### src/hw/rtl/tbpd_pkg.sv
// Package with the field widths, register indexes and reset values of the touch detector.
`timescale 1ns / 1ps

package tbpd_pkg;

   // Field and state widths.
   localparam int SAMPLE_W   = 16;
   localparam int FRAC_W     = 16;
   localparam int BASE_W     = 32;
   localparam int DEV_W      = 17;
   localparam int SUM_OUT_W  = 21;
   localparam int THR_W      = 16;
   localparam int LIMIT_W    = 16;
   localparam int ALPHA_W    = 4;

   // Configuration port.
   localparam int CSR_INDEX_W = 2;
   localparam int CSR_DATA_W  = 16;

   localparam logic [CSR_INDEX_W-1:0] CSR_PRESS_THRESHOLD = 2'd0;
   localparam logic [CSR_INDEX_W-1:0] CSR_OUTLIER_LIMIT   = 2'd1;
   localparam logic [CSR_INDEX_W-1:0] CSR_ALPHA_SHIFT     = 2'd2;

   // Register reset values.
   localparam logic [THR_W-1:0]   THRESHOLD_RESET = 16'd5;
   localparam logic [LIMIT_W-1:0] LIMIT_RESET     = 16'd100;
   localparam logic [ALPHA_W-1:0] ALPHA_RESET     = 4'd10;

   // Reported sum range.
   localparam int SUM_OUT_MAX = 1048575;
   localparam int SUM_OUT_MIN = -1048576;

endpackage

### src/hw/rtl/tbpd_ram.sv
// Generic single-port-write, single-port-read RAM with a registered read.
`timescale 1ns / 1ps

module tbpd_ram #(
   parameter int WIDTH = 17,
   parameter int DEPTH = 10
) (
   input  logic                                    clock,
   input  logic                                    wr_en,
   input  logic [((DEPTH > 1) ? $clog2(DEPTH) : 1)-1:0] wr_addr,
   input  logic [WIDTH-1:0]                        wr_data,
   input  logic [((DEPTH > 1) ? $clog2(DEPTH) : 1)-1:0] rd_addr,
   output logic [WIDTH-1:0]                        rd_data
);

   logic [WIDTH-1:0] mem_ff [DEPTH];
   logic [WIDTH-1:0] rd_data_ff;

   // Write port and registered read port.
   always_ff @(posedge clock) begin
      if (wr_en) begin
         mem_ff[wr_addr] <= wr_data;
      end
      rd_data_ff <= mem_ff[rd_addr];
   end

   assign rd_data = rd_data_ff;

endmodule

### src/hw/rtl/tbpd_track.sv
// Baseline tracking step: moves the Q16.16 baseline toward a sample and gives the deviation.
`timescale 1ns / 1ps

module tbpd_track (
   input  logic [tbpd_pkg::BASE_W-1:0]        baseline,
   input  logic [tbpd_pkg::SAMPLE_W-1:0]      sample,
   input  logic [tbpd_pkg::ALPHA_W-1:0]       alpha_shift,
   output logic [tbpd_pkg::BASE_W-1:0]        baseline_next,
   output logic signed [tbpd_pkg::DEV_W-1:0]  deviation
);
   import tbpd_pkg::*;

   logic signed [BASE_W:0] target;
   logic signed [BASE_W:0] base_ext;
   logic signed [BASE_W:0] delta;
   logic signed [BASE_W:0] step;
   logic signed [BASE_W:0] moved;
   logic signed [BASE_W:0] residue;

   // The arithmetic shift floors, so the new baseline never passes the sample.
   always_comb begin
      target        = $signed({1'b0, sample, {FRAC_W{1'b0}}});
      base_ext      = $signed({1'b0, baseline});
      delta         = target - base_ext;
      step          = delta >>> alpha_shift;
      moved         = base_ext + step;
      baseline_next = moved[BASE_W-1:0];
      // Sample minus new baseline, floored to an integer by dropping the fraction.
      residue       = delta - step;
      deviation     = residue[BASE_W:FRAC_W];
   end

endmodule

### src/hw/rtl/touch_button_press_detector_top.sv
// Top level of the touch button press detector with baseline tracking.
`timescale 1ns / 1ps

// Takes one touch sample per item and returns one result per item, in order. An item
// is taken into an input register, processed by the baseline, window and threshold
// logic, and held in a result register; a new item can be accepted every cycle while
// the result side does not stall. The window of the last WINDOW deviations lives in
// a small RAM whose registered read is prefetched at the slot the next item will use;
// a running sum replaces a pass over the window. Window entries not yet written since
// reset read as zero through per-entry valid bits, so no clearing pass is needed.
// The first item after reset only loads the baseline and the previous sample.
// Configuration writes are always ready and must be made while idle.
module touch_button_press_detector_top #(
   parameter int WINDOW = 10
) (
   input  logic                                   clock,
   input  logic                                   reset,
   // Sample channel.
   input  logic                                   req_valid,
   output logic                                   req_stall,
   input  logic [tbpd_pkg::SAMPLE_W-1:0]          req_touch_sample,
   // Result channel.
   output logic                                   rsp_valid,
   input  logic                                   rsp_stall,
   output logic                                   rsp_pressed,
   output logic                                   rsp_press_edge,
   output logic                                   rsp_sample_rejected,
   output logic signed [tbpd_pkg::SUM_OUT_W-1:0]  rsp_window_sum,
   // Configuration write channel.
   input  logic                                   csr_valid,
   output logic                                   csr_ready,
   input  logic [tbpd_pkg::CSR_INDEX_W-1:0]       csr_index,
   input  logic [tbpd_pkg::CSR_DATA_W-1:0]        csr_data
);
   import tbpd_pkg::*;

   localparam int SLOT_W = (WINDOW > 1) ? $clog2(WINDOW) : 1;
   localparam int SUM_W  = $clog2(WINDOW * 65535 + 1) + 1;
   localparam int EXT_W  = (SUM_W > SUM_OUT_W) ? SUM_W : SUM_OUT_W;
   localparam logic signed [EXT_W-1:0] SAT_HI = EXT_W'(SUM_OUT_MAX);
   localparam logic signed [EXT_W-1:0] SAT_LO = EXT_W'(SUM_OUT_MIN);
   localparam logic [SLOT_W-1:0] SLOT_LAST = SLOT_W'(WINDOW - 1);

   // Configuration registers.
   logic [THR_W-1:0]   thr_ff,   thr_in;
   logic [LIMIT_W-1:0] limit_ff, limit_in;
   logic [ALPHA_W-1:0] alpha_ff, alpha_in;

   // Input register.
   logic                in_valid_ff, in_valid_in;
   logic [SAMPLE_W-1:0] in_sample_ff, in_sample_in;

   // Detector state.
   logic                     primed_ff, primed_in;
   logic [SAMPLE_W-1:0]      prev_ff, prev_in;
   logic [BASE_W-1:0]        base_ff, base_in;
   logic [SLOT_W-1:0]        slot_ff, slot_in;
   logic signed [SUM_W-1:0]  sum_ff, sum_in;
   logic                     pressed_ff, pressed_in;
   logic [WINDOW-1:0]        valid_ff, valid_in;

   // Window read prefetch and bypass.
   logic                     rd_valid_ff, rd_valid_in;
   logic                     byp_hit_ff, byp_hit_in;
   logic [DEV_W-1:0]         byp_data_ff;
   logic [DEV_W-1:0]         ram_rd_data;
   logic signed [DEV_W-1:0]  old_dev;

   // Result register.
   logic                        out_valid_ff, out_valid_in;
   logic                        out_pressed_ff, out_pressed_in;
   logic                        out_edge_ff, out_edge_in;
   logic                        out_rej_ff, out_rej_in;
   logic signed [SUM_OUT_W-1:0] out_sum_ff, out_sum_in;

   // Datapath.
   logic                     fire;
   logic                     accept;
   logic [SAMPLE_W-1:0]      jump_size;
   logic                     rejected;
   logic                     update;
   logic [BASE_W-1:0]        base_step;
   logic signed [DEV_W-1:0]  dev;
   logic signed [SUM_W-1:0]  sum_upd;
   logic signed [EXT_W-1:0]  sum_ext;

   // Handshakes.
   assign fire      = in_valid_ff && (!out_valid_ff || !rsp_stall);
   assign req_stall = in_valid_ff && !fire;
   assign accept    = req_valid && !req_stall;
   assign csr_ready = 1'b1;

   // Configuration writes; unknown indexes are ignored.
   always_comb begin
      thr_in   = thr_ff;
      limit_in = limit_ff;
      alpha_in = alpha_ff;
      if (csr_valid) begin
         case (csr_index)
            CSR_PRESS_THRESHOLD: thr_in   = csr_data[THR_W-1:0];
            CSR_OUTLIER_LIMIT:   limit_in = csr_data[LIMIT_W-1:0];
            CSR_ALPHA_SHIFT:     alpha_in = csr_data[ALPHA_W-1:0];
            default:             ;
         endcase
      end
   end

   // Input register loads whenever it is empty or draining.
   always_comb begin
      in_valid_in  = accept ? 1'b1 : (fire ? 1'b0 : in_valid_ff);
      in_sample_in = accept ? req_touch_sample : in_sample_ff;
   end

   tbpd_track u_track (
      .baseline      (base_ff),
      .sample        (in_sample_ff),
      .alpha_shift   (alpha_ff),
      .baseline_next (base_step),
      .deviation     (dev)
   );

   // Old window entry at the current slot; unwritten entries read as zero.
   assign old_dev = !rd_valid_ff ? '0 : $signed(byp_hit_ff ? byp_data_ff : ram_rd_data);

   // Outlier check, window update and threshold.
   always_comb begin
      jump_size = (in_sample_ff >= prev_ff) ? in_sample_ff - prev_ff : prev_ff - in_sample_ff;
      rejected  = primed_ff && (jump_size >= limit_ff);
      update    = fire && primed_ff && !rejected;
      sum_upd   = sum_ff + SUM_W'(dev) - SUM_W'(old_dev);

      primed_in  = primed_ff;
      prev_in    = prev_ff;
      base_in    = base_ff;
      slot_in    = slot_ff;
      sum_in     = sum_ff;
      pressed_in = pressed_ff;
      valid_in   = valid_ff;

      if (fire) begin
         primed_in = 1'b1;
         prev_in   = in_sample_ff;
         if (!primed_ff) begin
            base_in = {in_sample_ff, {FRAC_W{1'b0}}};
         end
      end
      if (update) begin
         base_in           = base_step;
         sum_in            = sum_upd;
         pressed_in        = sum_upd > $signed(SUM_W'(thr_ff));
         slot_in           = (slot_ff == SLOT_LAST) ? '0 : slot_ff + SLOT_W'(1);
         valid_in[slot_ff] = 1'b1;
      end
   end

   tbpd_ram #(
      .WIDTH (DEV_W),
      .DEPTH (WINDOW)
   ) u_window (
      .clock   (clock),
      .wr_en   (update),
      .wr_addr (slot_ff),
      .wr_data (dev),
      .rd_addr (slot_in),
      .rd_data (ram_rd_data)
   );

   // Prefetch bookkeeping: a write to the slot being fetched is forwarded.
   always_comb begin
      byp_hit_in  = update && (slot_ff == slot_in);
      rd_valid_in = valid_ff[slot_in] || byp_hit_in;
   end

   // Result fields, with the reported sum saturated to its port range.
   always_comb begin
      sum_ext        = EXT_W'(sum_in);
      out_valid_in   = fire ? 1'b1 : (rsp_stall ? out_valid_ff : 1'b0);
      out_pressed_in = fire ? pressed_in : out_pressed_ff;
      out_edge_in    = fire ? (pressed_in && !pressed_ff) : out_edge_ff;
      out_rej_in     = fire ? rejected : out_rej_ff;
      out_sum_in     = out_sum_ff;
      if (fire) begin
         if (sum_ext > SAT_HI) begin
            out_sum_in = SAT_HI[SUM_OUT_W-1:0];
         end else if (sum_ext < SAT_LO) begin
            out_sum_in = SAT_LO[SUM_OUT_W-1:0];
         end else begin
            out_sum_in = sum_ext[SUM_OUT_W-1:0];
         end
      end
   end

   // Control state and configuration.
   always_ff @(posedge clock) begin
      if (reset) begin
         thr_ff       <= THRESHOLD_RESET;
         limit_ff     <= LIMIT_RESET;
         alpha_ff     <= ALPHA_RESET;
         in_valid_ff  <= 1'b0;
         primed_ff    <= 1'b0;
         slot_ff      <= '0;
         sum_ff       <= '0;
         pressed_ff   <= 1'b0;
         valid_ff     <= '0;
         rd_valid_ff  <= 1'b0;
         byp_hit_ff   <= 1'b0;
         out_valid_ff <= 1'b0;
      end else begin
         thr_ff       <= thr_in;
         limit_ff     <= limit_in;
         alpha_ff     <= alpha_in;
         in_valid_ff  <= in_valid_in;
         primed_ff    <= primed_in;
         slot_ff      <= slot_in;
         sum_ff       <= sum_in;
         pressed_ff   <= pressed_in;
         valid_ff     <= valid_in;
         rd_valid_ff  <= rd_valid_in;
         byp_hit_ff   <= byp_hit_in;
         out_valid_ff <= out_valid_in;
      end
   end

   // Payload registers.
   always_ff @(posedge clock) begin
      in_sample_ff   <= in_sample_in;
      prev_ff        <= prev_in;
      base_ff        <= base_in;
      byp_data_ff    <= dev;
      out_pressed_ff <= out_pressed_in;
      out_edge_ff    <= out_edge_in;
      out_rej_ff     <= out_rej_in;
      out_sum_ff     <= out_sum_in;
   end

   assign rsp_valid           = out_valid_ff;
   assign rsp_pressed         = out_pressed_ff;
   assign rsp_press_edge      = out_edge_ff;
   assign rsp_sample_rejected = out_rej_ff;
   assign rsp_window_sum      = out_sum_ff;

endmodule

### config.mk
export PLATFORM = sky130hd
export DESIGN_NAME = touch_button_press_detector_top
export DESIGN_NICKNAME = d
export VERILOG_FILES = /design/src/hw/rtl/tbpd_pkg.sv /design/src/hw/rtl/tbpd_ram.sv /design/src/hw/rtl/tbpd_track.sv /design/src/hw/rtl/touch_button_press_detector_top.sv
export SDC_FILE = /design/constraint.sdc
export NUM_CORES = 1
export LEC_CHECK = 0
export BUFFER_PORTS_ARGS = -buffer_cell sky130_fd_sc_hd__buf_2
export CORE_MARGIN = 2
export CORE_UTILIZATION = 60
export CTS_BUF_LIST = sky130_fd_sc_hd__clkbuf_4 sky130_fd_sc_hd__clkbuf_8 sky130_fd_sc_hd__clkbuf_16
export DETAILED_ROUTE_END_ITERATION = 10
export GPL_ROUTABILITY_DRIVEN = 0
export PLACE_DENSITY_LB_ADDON = 0.12
export SLEW_MARGIN = 20
export SYNTH_ARGS = -nofsm -noshare
export SYNTH_HDL_FRONTEND = slang
export SYNTH_SLANG_ARGS = --single-unit
### constraint.sdc
create_clock -name clock -period 11.5 [get_ports clock]
set_input_delay 1.725 -clock clock [delete_from_list [all_inputs] [get_ports clock]]
set_output_delay 1.725 -clock clock [all_outputs]
set_load 0.01 [all_outputs]
==> results.tsv <==
stage	metric	value	unit
logic_synthesis	share of the synthesized area in the top cell type	32.4	%
hold_path	worst min path class	flip-flop to flip-flop	
power	switching pwr	2500	uW
floorplan	Top-Level Pins	66	
logic_synthesis	library cells used by synthesis	103	
clock_network	clk buf depth	3	
worst_setup_path	CP top delay family	compound AO/OA/AOI/OAI gates	
worst_setup_path	Crit-path slowest cell	or4_1	
global_route	GRT Total Usage	30.5	%
layout	fill cell count	3089	
logic_synthesis	ys flop type	edfxtp_1	
logic_synthesis	Synth area leader	edfxtp_1	
route	post-DR wirelength/cell	21.0	um
clock_network	clk slew on worst S/H paths	0.06	ns
clock_network	TritonCTS clock tree	built	
worst_setup_path	crit end category	flip-flop	
clock_network	clock root cell	clkbuf_16	
logic_synthesis	Area contributors post-synth	edfxtp_1 (32%), dfxtp_1 (9.3%), ha_1 (8.7%)	
sta	Final Slew Violations	0	
floorplan	full die area	41500	um^2
worst_setup_path	Worst Path Buf+Inv	1	
sta	Clock Skews	0.0255	ns
sta	worst slew pin tran	0.985	ns
worst_setup_path	CP Capture Point	rsp_pressed	
sta	Final Hold Fails	0	
clock_network	H-tree depth	2	
sta	fmax	0.0986	GHz
clock_network	clk_lat worst skew	0.58	ns
layout	Final Util	66.2	%
logic_synthesis	Cells after Synth	2442	
sta	Tmin final	10.14	ns
clock_network	Num CTS Buffers	40	
route	Detailed Routing Iterations Pass 1	6	
logic_synthesis	Cell Area, Synth	23900	um^2
floorplan	width of the chip	204	um
global_route	largest net degree at the start of global routing	80	
logic_synthesis	Syn Area/Cell	9.80	um^2
route	antenna viol nets, final	0	
logic_synthesis	synth warn	0	
worst_setup_path	worst r2r path cells	37	
power	pwr dens	235	nW/um^2
sta	RSZ-0062 raised after global routing	false	
layout	Storage cell area	9970	um^2
power	Switching Share	40.5	%
clock_network	# resized after CTS	0	
power	Sequential Power Share	27.7	%
place	port buffer count	64	
route	Initial DRC Count	2011	
worst_setup_path	worst-path fanout max	5	
power	share of total power in combinational logic	49.7	%
logic_synthesis	Post-synth EDFFs	258	
clock_network	Sink Count	369	
global_route	initial antenna violation count	0	
global_route	vias in the first global route	18600	
global_route	GR Overflow Total	0	
global_route	first-pass GRT wire length	99500	um
sta	Fin Setup TNS	0	ns
power	cell leakage power	0.0104	uW
worst_setup_path	CP max stage delay	0.52	ns
place	Final HPWL DP	45000	um
clock_network	Setup Buffers After CTS	0	
job	Max Cap Viol	0	
sta	Final period util	88.2	%
logic_synthesis	syn_nets	2670	
outcome	run status	completed	
route	total number of vias	18900	
route	DRC Markers	0	
logic_synthesis	register area share after synthesis	41.6	%
clock_network	CTS hold repair buffers	0	
logic_synthesis	Yosys reg bits	369	
layout	Antenna diodes	0	
layout	footprint of the multi-input gates	12800	um^2
power	Peak VDD IR	0.195	mV
layout	share of cells above drive strength 1	10.5	%
floorplan	die height	204	um
worst_setup_path	Worst Setup SP	in_sample_ff[1]	
sta	final setup vio count	0	
logic_synthesis	Synth async-reset ratio	0	%
worst_setup_path	Critical R2R Launch	in_sample_ff[1]	
floorplan	initial core utilization	60.5	%
worst_setup_path	CP required	11.78	ns
floorplan	Std-Cell Rows	73	
worst_setup_path	Worst Setup Path Type	flip-flop to flip-flop	
worst_setup_path	Reg-to-Reg End	rsp_pressed	
power	Internal	3670	uW
layout	nets@finish	2687	
worst_setup_path	R2R Setup Slk	1.36	ns
worst_setup_path	WP depth	37	
worst_setup_path	Startpoint Class	flip-flop	
worst_setup_path	Crit path arrival time	10.43	ns
sta	slew margin rel.	34.1	%
route	number of vias per cell	6.28	
layout	Synth-to-Final Area Change	9.32	%
power	power share of the clock group	22.6	%
route	overall routed net length	63400	um
floorplan	area of the core	39500	um^2
-- worst reg2reg max path: cells and delay by family (launching register included) --
family	cells	cell delay, ns
AO/OA/AOI/OAI	17	4.22
XOR/XNOR	3	0.78
adder cells (fa/ha/maj)	5	1.71
buffers and inverters	1	0.07
flip-flops	1	0.50
multiplexers	1	0.22
AND/OR/NAND/NOR	10	2.35
-- cells by family after synthesis --
| family | Yosys count | synth area share, % |
|---|---|---|
| DFF | 369 | 41.6 |
| adders and majority gates | 189 | 10.6 |
| and+or+nand+nor | 686 | 14.4 |
| AOI/OAI and AO/OA | 635 | 18.2 |
| muxes | 134 | 5.92 |
| buffers and inverters | 321 | 5.22 |
| xor gates and xnor gates | 106 | 3.97 |
| other | 2 | 0.0314 |
-- per-stage QoR --
step / power (uW) / hold slack [ns] / cells / worst slack, ns / area, um^2
after floorplan: 3950 / 0.432 / 2442 / 2.79 / 23900
after global placement: 4630 / 0.441 / 2942 / 1.93 / 24700
after detailed placement: 4730 / 0.447 / 2942 / 1.59 / 24700
after CTS: 6130 / 0.456 / 3016 / 1.57 / 26200
after global routing: 6590 / 0.480 / 3016 / 0.735 / 26200
final: 6160 / 0.454 / 3016 / 1.36 / 26200
-- power groups by stage --
stage | Sequential (uW) | Combinational, uW | Clock (uW)
after floorplan | 1720 | 2230 | 0
after global placement | 1730 | 2890 | 0
after detailed placement | 1730 | 2990 | 0
after CTS | 1710 | 3010 | 1410
after global routing | 1710 | 3410 | 1470
final | 1710 | 3060 | 1390
-- sequential cells by signal, summed over array words and instances, names as in the netlist, 4 cells and up --
name / count
prev_ff: 16
rsp_window_sum: 21
alpha_ff: 4
byp_data_ff: 17
thr_ff: 16
u_window.mem_ff: 170
in_sample_ff: 16
base_ff: 32
sum_ff: 21
slot_ff: 4
valid_ff: 10
limit_ff: 16
u_window.rd_data: 17
-- worst min-delay path by stage --
stage | startpoint | to | slack (ns) | cells past startpoint
after floorplan | valid_ff[4] | valid_ff[4] | 0.43 | 2
after global placement | valid_ff[4] | valid_ff[4] | 0.44 | 2
after detailed placement | limit_ff[1] | limit_ff[1] | 0.45 | 2
after CTS | limit_ff[1] | limit_ff[1] | 0.46 | 2
after global routing | limit_ff[11] | limit_ff[11] | 0.48 | 2
final | limit_ff[1] | limit_ff[1] | 0.45 | 2
-- final cells by class --
cell class                 instances  area share [%]
tap                              525            2.51
clock buffer                      44            3.94
multi-input combinational       1752            48.9
inverter                         199            2.85
clock inverter                    30            1.53
sequential                       369            38.1
timing repair buffer              97            2.17
-- synthesized netlist by cell type (all sizes together) (16+ instances only) --
library cell / count
edfxtp: 258
a2111oi: 16
nand3: 34
or3: 32
mux2i: 100
o2111ai: 17
o211ai: 16
fa: 23
a211o: 23
nor2b: 51
xor2: 50
nand2: 186
o32ai: 18
and3: 44
xnor2: 56
clkbuf: 93
nand3b: 22
o21a: 22
inv: 197
a21o: 65
nor2: 162
nand2b: 22
nand4: 17
a31oi: 20
and2: 22
ha: 166
o21ai: 114
buf: 29
dfxtp: 111
nor3: 48
a21oi: 156
a211oi: 68
mux2: 31
-- cell usage in the layout, fill, tap and decap left out, drive strengths merged, types with 23 or more instances in the layout --
| cell | synthesis | layout |
|---|---|---|
| a211o | 23 | 23 |
| a211oi | 68 | 68 |
| a21o | 65 | 65 |
| a21oi | 156 | 156 |
| and3 | 44 | 44 |
| buf | 29 | 97 |
| clkbuf | 93 | 44 |
| dfxtp | 111 | 111 |
| edfxtp | 258 | 258 |
| fa | 23 | 23 |
| ha | 166 | 166 |
| inv | 197 | 199 |
| mux2 | 31 | 31 |
| mux2i | 100 | 100 |
| nand2 | 186 | 186 |
| nand3 | 34 | 34 |
| nor2 | 162 | 162 |
| nor2b | 51 | 51 |
| nor3 | 48 | 48 |
| o21ai | 114 | 114 |
| or3 | 32 | 32 |
| xnor2 | 56 | 56 |
| xor2 | 50 | 50 |
-- routing by layer --
| layer | vias to the layer above | track usage [%] | part of all wire [%] |
|---|---|---|---|
| met1 | 9155 | 39.6 | 42 |
| met3 | 121 | 4.19 | 6.6 |
| met5 | - | 0 | 0 |
| li1 | 8942 | - | - |
| met4 | 0 | 11.7 | 3.2 |
| met2 | 731 | 51.7 | 48 |
No activity file was read; power rests on OpenSTA's default activity.
